### src/rtl/slspd_pkg.sv
`timescale 1ns / 1ps
// ----------------------------------------------------------------------------
// slspd_pkg
// Shared constants and controller/datapath interface types for the
// sync/length/checksum packet deframer.
// ----------------------------------------------------------------------------
package slspd_pkg;

    localparam int            MAX_PAYLOAD_DEF = 32;
    localparam int            OVERHEAD        = 6;
    localparam logic [7:0]    SYNC_A          = 8'hFF;
    localparam logic [7:0]    SYNC_B          = 8'h55;

    typedef struct packed {
        logic wr;
        logic drop_one;
        logic drop_pkt;
        logic rd_first;
        logic rd_inc;
        logic rd_pay;
        logic sum_load;
        logic sum_add;
        logic cmd_load;
        logic len_load;
        logic chk_load;
        logic out_load;
        logic out_has;
    } slspd_cmd_t;

    typedef struct packed {
        logic cnt_ge6;
        logic sync_a_ok;
        logic sync_b_ok;
        logic len_bad;
        logic need_more;
        logic off_pay;
        logic off_hi;
        logic sum_ok;
        logic len_zero;
        logic last_pay;
        logic out_free;
    } slspd_sts_t;

endpackage

### src/rtl/slspd_datapath.sv
`timescale 1ns / 1ps
// ----------------------------------------------------------------------------
// slspd_datapath
// Circular byte window, header/checksum registers and result register.
// ----------------------------------------------------------------------------
module slspd_datapath
    import slspd_pkg::*;
#(
    parameter int MAX_PAYLOAD = MAX_PAYLOAD_DEF
)
(
    input  logic       clk,
    input  logic       rst_n,
    input  logic [7:0] rx_byte,
    input  slspd_cmd_t cmd,
    output slspd_sts_t sts,
    output logic       pkt_valid,
    input  logic       pkt_ready,
    output logic [7:0] command,
    output logic [7:0] data_byte,
    output logic       has_data,
    output logic [4:0] byte_index,
    output logic       last
);

    localparam int DEPTH = MAX_PAYLOAD + OVERHEAD;
    localparam int PTR_W = $clog2(DEPTH);
    localparam int CNT_W = $clog2(DEPTH + 1);
    localparam logic [PTR_W:0] DEPTH_X = (PTR_W + 1)'(DEPTH);

    function automatic logic [PTR_W-1:0] wrap_ptr(input logic [PTR_W:0] s);
        logic [PTR_W:0] t;
        t = (s >= DEPTH_X) ? s - DEPTH_X : s;
        return t[PTR_W-1:0];
    endfunction

    logic [7:0]       mem [DEPTH];
    logic [7:0]       rd_data_reg;
    logic [PTR_W-1:0] head_reg, head_next;
    logic [CNT_W-1:0] count_reg, count_next;
    logic [PTR_W-1:0] off_reg, off_next;
    logic [15:0]      sum_reg;
    logic [7:0]       cmd_reg;
    logic [7:0]       len_reg;
    logic [7:0]       chk_hi_reg;
    logic             out_valid_reg;
    logic [7:0]       command_reg;
    logic [7:0]       data_reg;
    logic             has_reg;
    logic [4:0]       index_reg;
    logic             last_reg;

    logic [PTR_W-1:0] wr_addr;
    logic [PTR_W-1:0] rd_addr;
    logic             rd_en;
    logic [PTR_W:0]   pkt_len;
    logic [7:0]       idx_full;

    assign rd_en   = cmd.rd_first | cmd.rd_inc | cmd.rd_pay;
    assign pkt_len = (PTR_W + 1)'(len_reg) + (PTR_W + 1)'(OVERHEAD);
    assign wr_addr = wrap_ptr((PTR_W + 1)'(head_reg) + (PTR_W + 1)'(count_reg));
    assign rd_addr = wrap_ptr((PTR_W + 1)'(head_reg) + (PTR_W + 1)'(off_next));
    assign idx_full = 8'(off_reg) - 8'd4;

    always_comb
    begin
        case (1'b1)
            cmd.rd_first: off_next = '0;
            cmd.rd_inc:   off_next = off_reg + PTR_W'(1);
            cmd.rd_pay:   off_next = PTR_W'(4);
            default:      off_next = off_reg;
        endcase
    end

    always_comb
    begin
        head_next  = head_reg;
        count_next = count_reg;
        if (cmd.wr)
        begin
            if (count_reg == CNT_W'(DEPTH))
                head_next = wrap_ptr((PTR_W + 1)'(head_reg) + (PTR_W + 1)'(1));
            else
                count_next = count_reg + CNT_W'(1);
        end
        else if (cmd.drop_one)
        begin
            head_next  = wrap_ptr((PTR_W + 1)'(head_reg) + (PTR_W + 1)'(1));
            count_next = count_reg - CNT_W'(1);
        end
        else if (cmd.drop_pkt)
        begin
            head_next  = wrap_ptr((PTR_W + 1)'(head_reg) + pkt_len);
            count_next = count_reg - CNT_W'(len_reg) - CNT_W'(OVERHEAD);
        end
    end

    always_ff @(posedge clk)
    begin
        if (cmd.wr)
            mem[wr_addr] <= rx_byte;
        if (rd_en)
            rd_data_reg <= mem[rd_addr];
    end

    always_ff @(posedge clk or negedge rst_n)
    begin
        if (!rst_n)
        begin
            head_reg      <= '0;
            count_reg     <= '0;
            off_reg       <= '0;
            out_valid_reg <= 1'b0;
        end
        else
        begin
            head_reg  <= head_next;
            count_reg <= count_next;
            off_reg   <= off_next;
            if (cmd.out_load)
                out_valid_reg <= 1'b1;
            else if (pkt_ready)
                out_valid_reg <= 1'b0;
        end
    end

    always_ff @(posedge clk)
    begin
        if (cmd.sum_load)
            sum_reg <= 16'(rd_data_reg);
        else if (cmd.sum_add)
            sum_reg <= sum_reg + 16'(rd_data_reg);
        if (cmd.cmd_load)
            cmd_reg <= rd_data_reg;
        if (cmd.len_load)
            len_reg <= rd_data_reg;
        if (cmd.chk_load)
            chk_hi_reg <= rd_data_reg;
        if (cmd.out_load)
        begin
            command_reg <= cmd_reg;
            has_reg     <= cmd.out_has;
            data_reg    <= cmd.out_has ? rd_data_reg : 8'd0;
            index_reg   <= cmd.out_has ? idx_full[4:0] : 5'd0;
            last_reg    <= cmd.out_has ? sts.last_pay : 1'b1;
        end
    end

    assign sts.cnt_ge6   = count_reg >= CNT_W'(OVERHEAD);
    assign sts.sync_a_ok = rd_data_reg == SYNC_A;
    assign sts.sync_b_ok = rd_data_reg == SYNC_B;
    assign sts.len_bad   = rd_data_reg > 8'(MAX_PAYLOAD);
    assign sts.need_more = 9'(count_reg) < 9'(rd_data_reg) + 9'(OVERHEAD);
    assign sts.off_pay   = 9'(off_reg) < 9'(len_reg) + 9'd4;
    assign sts.off_hi    = 9'(off_reg) == 9'(len_reg) + 9'd4;
    assign sts.sum_ok    = sum_reg == {chk_hi_reg, rd_data_reg};
    assign sts.len_zero  = len_reg == 8'd0;
    assign sts.last_pay  = 9'(off_reg) == 9'(len_reg) + 9'd3;
    assign sts.out_free  = !out_valid_reg || pkt_ready;

    assign pkt_valid  = out_valid_reg;
    assign command    = command_reg;
    assign data_byte  = data_reg;
    assign has_data   = has_reg;
    assign byte_index = index_reg;
    assign last       = last_reg;

    a_count_bound: assert property (@(posedge clk) disable iff (!rst_n)
        count_reg <= CNT_W'(DEPTH))
        else $error("window count exceeds depth");

    a_head_bound: assert property (@(posedge clk) disable iff (!rst_n)
        head_reg < PTR_W'(DEPTH))
        else $error("head pointer out of range");

    a_load_free: assert property (@(posedge clk) disable iff (!rst_n)
        cmd.out_load |-> (!out_valid_reg || pkt_ready))
        else $error("result register overwritten");

    a_drop_fits: assert property (@(posedge clk) disable iff (!rst_n)
        cmd.drop_pkt |-> (9'(count_reg) >= 9'(len_reg) + 9'(OVERHEAD)))
        else $error("packet drop larger than window");

endmodule

### src/rtl/slspd_ctrl.sv
`timescale 1ns / 1ps
// ----------------------------------------------------------------------------
// slspd_ctrl
// Scan sequencer: header check, checksum pass, result emission, drops.
// ----------------------------------------------------------------------------
module slspd_ctrl
    import slspd_pkg::*;
(
    input  logic       clk,
    input  logic       rst_n,
    input  logic       rx_valid,
    output logic       rx_ready,
    input  slspd_sts_t sts,
    output slspd_cmd_t cmd
);

    typedef enum logic [3:0] {
        S_IDLE,
        S_CHECK,
        S_H0,
        S_H1,
        S_H2,
        S_H3,
        S_SUM,
        S_EMIT,
        S_EMPTY
    } state_t;

    state_t state_reg, state_next;
    logic   rx_ready_reg;

    always_comb
    begin
        state_next = state_reg;
        cmd        = '0;
        case (state_reg)
            S_IDLE:
            begin
                if (rx_valid)
                begin
                    cmd.wr     = 1'b1;
                    state_next = S_CHECK;
                end
            end
            S_CHECK:
            begin
                if (!sts.cnt_ge6)
                    state_next = S_IDLE;
                else
                begin
                    cmd.rd_first = 1'b1;
                    state_next   = S_H0;
                end
            end
            S_H0:
            begin
                if (!sts.sync_a_ok)
                begin
                    cmd.drop_one = 1'b1;
                    state_next   = S_CHECK;
                end
                else
                begin
                    cmd.sum_load = 1'b1;
                    cmd.rd_inc   = 1'b1;
                    state_next   = S_H1;
                end
            end
            S_H1:
            begin
                if (!sts.sync_b_ok)
                begin
                    cmd.drop_one = 1'b1;
                    state_next   = S_CHECK;
                end
                else
                begin
                    cmd.sum_add = 1'b1;
                    cmd.rd_inc  = 1'b1;
                    state_next  = S_H2;
                end
            end
            S_H2:
            begin
                cmd.cmd_load = 1'b1;
                cmd.sum_add  = 1'b1;
                cmd.rd_inc   = 1'b1;
                state_next   = S_H3;
            end
            S_H3:
            begin
                if (sts.len_bad)
                begin
                    cmd.drop_one = 1'b1;
                    state_next   = S_CHECK;
                end
                else if (sts.need_more)
                    state_next = S_IDLE;
                else
                begin
                    cmd.len_load = 1'b1;
                    cmd.sum_add  = 1'b1;
                    cmd.rd_inc   = 1'b1;
                    state_next   = S_SUM;
                end
            end
            S_SUM:
            begin
                if (sts.off_pay)
                begin
                    cmd.sum_add = 1'b1;
                    cmd.rd_inc  = 1'b1;
                end
                else if (sts.off_hi)
                begin
                    cmd.chk_load = 1'b1;
                    cmd.rd_inc   = 1'b1;
                end
                else if (!sts.sum_ok)
                begin
                    cmd.drop_one = 1'b1;
                    state_next   = S_CHECK;
                end
                else if (sts.len_zero)
                    state_next = S_EMPTY;
                else
                begin
                    cmd.rd_pay = 1'b1;
                    state_next = S_EMIT;
                end
            end
            S_EMIT:
            begin
                if (sts.out_free)
                begin
                    cmd.out_load = 1'b1;
                    cmd.out_has  = 1'b1;
                    if (sts.last_pay)
                    begin
                        cmd.drop_pkt = 1'b1;
                        state_next   = S_CHECK;
                    end
                    else
                        cmd.rd_inc = 1'b1;
                end
            end
            S_EMPTY:
            begin
                if (sts.out_free)
                begin
                    cmd.out_load = 1'b1;
                    cmd.drop_pkt = 1'b1;
                    state_next   = S_CHECK;
                end
            end
            default:
                state_next = S_IDLE;
        endcase
    end

    always_ff @(posedge clk or negedge rst_n)
    begin
        if (!rst_n)
        begin
            state_reg    <= S_IDLE;
            rx_ready_reg <= 1'b1;
        end
        else
        begin
            state_reg    <= state_next;
            rx_ready_reg <= (state_next == S_IDLE);
        end
    end

    assign rx_ready = rx_ready_reg;

    a_wr_idle: assert property (@(posedge clk) disable iff (!rst_n)
        cmd.wr |-> rx_ready)
        else $error("window write outside idle");

    a_one_drop: assert property (@(posedge clk) disable iff (!rst_n)
        $countones({cmd.wr, cmd.drop_one, cmd.drop_pkt}) <= 1)
        else $error("conflicting window updates");

    a_scan_after_wr: assert property (@(posedge clk) disable iff (!rst_n)
        cmd.wr |=> (state_reg == S_CHECK))
        else $error("scan not started after write");

endmodule

### src/rtl/sync_length_sum_packet_deframer.sv
`timescale 1ns / 1ps
// ----------------------------------------------------------------------------
// sync_length_sum_packet_deframer
// Finds FF 55 / command / length / payload / 16-bit sum packets in a byte
// stream and emits one result per payload byte (one without data if empty).
//
//   channel | direction | handshake          | payload
//   rx      | in        | rx_valid/rx_ready  | rx_byte
//   pkt     | out       | pkt_valid/pkt_ready| command, data_byte, has_data,
//           |           |                    | byte_index, last
//
// After a full packet check, results follow at one per cycle while pkt_ready
// is high. Each dropped byte restarts the scan; the window memory's single
// registered read port sets the pace of the scan.
// Reset empties the window at once; pkt_ready low stalls result emission.
// ----------------------------------------------------------------------------
module sync_length_sum_packet_deframer
    import slspd_pkg::*;
#(
    parameter int MAX_PAYLOAD = MAX_PAYLOAD_DEF
)
(
    input  logic       clk,
    input  logic       rst_n,
    input  logic       rx_valid,
    output logic       rx_ready,
    input  logic [7:0] rx_byte,
    output logic       pkt_valid,
    input  logic       pkt_ready,
    output logic [7:0] command,
    output logic [7:0] data_byte,
    output logic       has_data,
    output logic [4:0] byte_index,
    output logic       last
);

    slspd_cmd_t cmd;
    slspd_sts_t sts;

    slspd_ctrl u_ctrl (
        .clk      (clk),
        .rst_n    (rst_n),
        .rx_valid (rx_valid),
        .rx_ready (rx_ready),
        .sts      (sts),
        .cmd      (cmd)
    );

    slspd_datapath #(
        .MAX_PAYLOAD (MAX_PAYLOAD)
    ) u_datapath (
        .clk        (clk),
        .rst_n      (rst_n),
        .rx_byte    (rx_byte),
        .cmd        (cmd),
        .sts        (sts),
        .pkt_valid  (pkt_valid),
        .pkt_ready  (pkt_ready),
        .command    (command),
        .data_byte  (data_byte),
        .has_data   (has_data),
        .byte_index (byte_index),
        .last       (last)
    );

endmodule

### config.mk
export PLATFORM = sky130hd
export DESIGN_NAME = sync_length_sum_packet_deframer
export DESIGN_NICKNAME = d
export VERILOG_FILES = /design/src/rtl/slspd_pkg.sv /design/src/rtl/slspd_datapath.sv /design/src/rtl/slspd_ctrl.sv /design/src/rtl/sync_length_sum_packet_deframer.sv
export SDC_FILE = /design/constraint.sdc
export NUM_CORES = 1
export LEC_CHECK = 0
export ABC_AREA = 1
export ABC_CLOCK_PERIOD_IN_PS = 11700
export BUFFER_PORTS_ARGS = -buffer_cell sky130_fd_sc_hd__buf_2
export CAP_MARGIN = 10
export CORE_MARGIN = 3
export CORE_UTILIZATION = 35
export CTS_BUF_LIST = sky130_fd_sc_hd__clkbuf_4
export DETAILED_ROUTE_END_ITERATION = 8
export SETUP_SLACK_MARGIN = 0.05
export SLEW_MARGIN = 30
export SYNTH_ARGS = -nofsm -noshare
export SYNTH_HDL_FRONTEND = slang
export SYNTH_SLANG_ARGS = --single-unit
### constraint.sdc
create_clock -name clk -period 11.7 [get_ports clk]
set_clock_uncertainty 0.15 [all_clocks]
set_input_delay 2.34 -clock clk [delete_from_list [all_inputs] [get_ports clk]]
set_output_delay 2.34 -clock clk [all_outputs]
set_load 0.02 [all_outputs]
==> metrics.log <==
[metrics] Final WS setup: 4520 ps
[metrics] Remaining Overflow, GRT: 0
[metrics] antenna violations before repair: 0
[metrics] area of the core region: 55400 um^2
[metrics] worst skew pair latency: 810 ps
[metrics] Die Wd: 243 um
[metrics] global-route wire length before repair: between 70 and 80 mm
[metrics] antenna-violating nets left: 0
[metrics] hold buffer count at cts: 0
[metrics] slowest cell on the critical path: sky130_fd_sc_hd__edfxtp_1
[metrics] die area: 59200 um^2
[metrics] hold_sp: u_datapath.cmd_reg[6]
[metrics] buffers added on ports: 36
[metrics] minimum period implied by the final worst setup slack: 7180 ps
[metrics] proportion of synthesized chip area in sequential cells: 0.598
[metrics] routability cong.: approximately 0.87
[metrics] transition time at the pin with the least slew margin: roughly 1000 ps
[metrics] standard-cell rows: 86
[metrics] count of filler cells inserted in the layout: ~5400
[metrics] area of the mapped netlist: 19700 um^2
[metrics] MaxCap Viol Count: 0
[metrics] arrival time reported for the critical path endpoint: roughly 7700 ps
[metrics] cts bufs inserted: 97
[metrics] estimated wirelength of the detail-placed design: 31.0 mm
[metrics] number of global-route vias before repair: 13500
[metrics] largest net degree at the start of global routing: 65
[metrics] Remaining DRCs: 0
[metrics] top cell type's share of synthesized area: 0.559
[metrics] RSZ-0062 raised after global routing: no
[metrics] Crit Path Class: flip-flop to flip-flop
[metrics] initial standard-cell utilization of the core: 0.356
[metrics] total wire length after detailed routing: about 48 mm
[metrics] post-synth cell types: 56
[metrics] Post-CTS Setup Bufs: 0
[metrics] synthesis-to-layout area growth: 10.9%
[metrics] Clk Tree Root Cell: sky130_fd_sc_hd__clkbuf_4
[metrics] mean cell area of the mapped netlist: 11.2 um^2
[metrics] maximum clock path buffer count: 3
[metrics] worst-path fanout max: 64
[metrics] depth of the CTS H-tree: 3
[metrics] Die Height: 243 um
[metrics] share of the clock period used by the worst path after layout: 0.614
[metrics] count leader, synth: sky130_fd_sc_hd__edfxtp_1
[metrics] number of setup violations in the final report: 0
[metrics] element type at the critical path start: flip-flop
[metrics] slack of the worst reg-to-reg path: 4520 ps
[metrics] routed via count: 13500
[metrics] placement-stage worst setup slack: 3700 ps
[metrics] top cell types by occurrence after synthesis: sky130_fd_sc_hd__edfxtp_1 (367), sky130_fd_sc_hd__nand2_1 (329), sky130_fd_sc_hd__nand3_1 (212)
[metrics] overall routing resource usage: 0.160
[metrics] antenna fix cells: 0
[metrics] leading register cell type out of synthesis: sky130_fd_sc_hd__edfxtp_1
[metrics] final total power: 6.30 mW
[metrics] largest area contributor in the netlist: sky130_fd_sc_hd__edfxtp_1
[metrics] CTS clock-pin slew for the worst setup and hold paths: 70 ps
[metrics] clk sinks: 399
[metrics] static leakage: about 8.6 nW
[metrics] Worst Setup End Kind: flip-flop
[metrics] wire per inst: 17.9 um
[metrics] required time reported for the critical path endpoint: 12210 ps
[metrics] max FFs per register: 304
[metrics] Async SR Flop Fraction: 0.0602
[metrics] cell area power density: 288 nW/um^2
[metrics] share of cells above drive strength 1: 0.138
[metrics] cell repeated most along the worst path: sky130_fd_sc_hd__nand2_1
[metrics] Synth Net Count: about 1800
[metrics] count of flip-flops with a built-in enable after synthesis: roughly 370
[metrics] post-DR vias/cell: slightly above 5
[metrics] instance count of the mapped netlist: 1763
[metrics] biggest area contributors in the synthesized netlist: sky130_fd_sc_hd__edfxtp_1 (56%), sky130_fd_sc_hd__mux2i_1 (6.9%), sky130_fd_sc_hd__nand2_1 (6.3%)
[metrics] flip-flop and latch count after synthesis: around 400
[metrics] run status: complete, no violations
[metrics] total count of hold-check failures in the final report: 0
[metrics] total negative slack: 0 ps
[metrics] I/O pin count: 37
[metrics] highest achievable clock rate: 139 MHz
[metrics] DR iter-0 viols: between 1000 and 1500
[metrics] number of gates resized after CTS: 0
[metrics] path class of the lowest-slack min-delay path: flip-flop to flip-flop
[metrics] delay contributed by the slowest stage of the critical path: 700 ps
[metrics] Max-Slew Margin vs Limit: 0.342
[metrics] drt first pass iters: 8
[metrics] start of the worst register-to-register path: u_datapath.rd_data_reg[1]
[metrics] count of warnings emitted by yosys: 0
[metrics] Final Slew Violations: 0
[metrics] count of nets after finishing: 1933
[metrics] start point of the critical path: u_datapath.rd_data_reg[1]
[metrics] TritonCTS clock tree: done
[metrics] worst vdd ir: 281 uV
per-stage QoR:
step | instance area [um^2] | util | cells | hold WS [ps]
2_1_floorplan | 19700 | - | 1763 | 250
3_3_place_gp | 20600 | 0.372 | 2497 | 253
3_5_place_dp | 20600 | 0.372 | 2497 | 255
4_1_cts | 21800 | 0.394 | 2673 | 259
5_1_grt | 21900 | 0.394 | 2673 | 275
6_report | 21900 | 0.394 | 2673 | 265
placed cells by master (no fill, tap or decap), drive strengths merged, types with 2 or more instances in the layout:
cell,instances
edfxtp,367
nand2,352
nand3,220
nor2,150
inv,150
mux2i,136
clkbuf,132
ha,68
buf,39
a21oi,38
clkinv,38
o21ai,38
xor2,35
dfrtp,23
nor3,23
xnor2,20
nand4,18
mux2,16
o22ai,9
dfxtp,8
or2,5
fa,5
o211ai,4
nor4,4
nand3b,4
o21bai,4
a31oi,3
nor3b,2
a21o,2
clkinvlp,2
worst max-delay path: cells and delay by family (launching register included):
| family | cells | cell delay [ps] |
|---|---|---|
| fa+ha+maj | 5 | 1640 |
| flops | 1 | 700 |
| compound gates | 4 | 490 |
| buf+inv | 5 | 640 |
| simple gates | 19 | 3400 |
final cells by class:
cell class	count	area (um^2)	share of cell area
flip-flops and latches	399	11800	0.539
multi-input cells	1164	7170	0.328
clock buffers	132	991	0.0453
well taps	748	936	0.0428
inverters	147	552	0.0252
clock inverters	44	221	0.0101
repair buffers	39	206	0.00944
metal layers:
layer	part of all wire	wire length, um	track usage
met4	0.023	1120	0.0497
met5	0	0	0
met1	0.45	21700	0.218
met2	0.46	22100	0.259
met3	0.063	3030	0.0311
where the power goes:
| part | switching (mW) | internal, mW | total [mW] |
|---|---|---|---|
| Clock | 0.581 | 0.553 | 1.13 |
| Sequential | 0.153 | 1.77 | 1.92 |
| Combinational | 2.23 | 1.02 | 3.25 |
| Total | 2.96 | 3.34 | 6.30 |
cells by family after synthesis:
group | synth area share
xor+xnor | 0.0252
mux | 0.0782
flops | 0.598
buf+inv | 0.0405
fa+ha+maj | 0.0482
compound gates | 0.0308
simple gates | 0.179
worst paths after layout:
kind | end | cells past startpoint
min in group asynchronous | u_datapath.head_reg[2] | 1
max in group asynchronous | u_datapath.off_reg[2] | 1
max reg2reg | u_datapath.rd_data_reg[3] | 33
min | u_datapath.command[6] | 0
min reg2reg | u_datapath.command[6] | 0
max | u_datapath.rd_data_reg[3] | 33
Note: power is estimated with default switching activity, not from simulation.
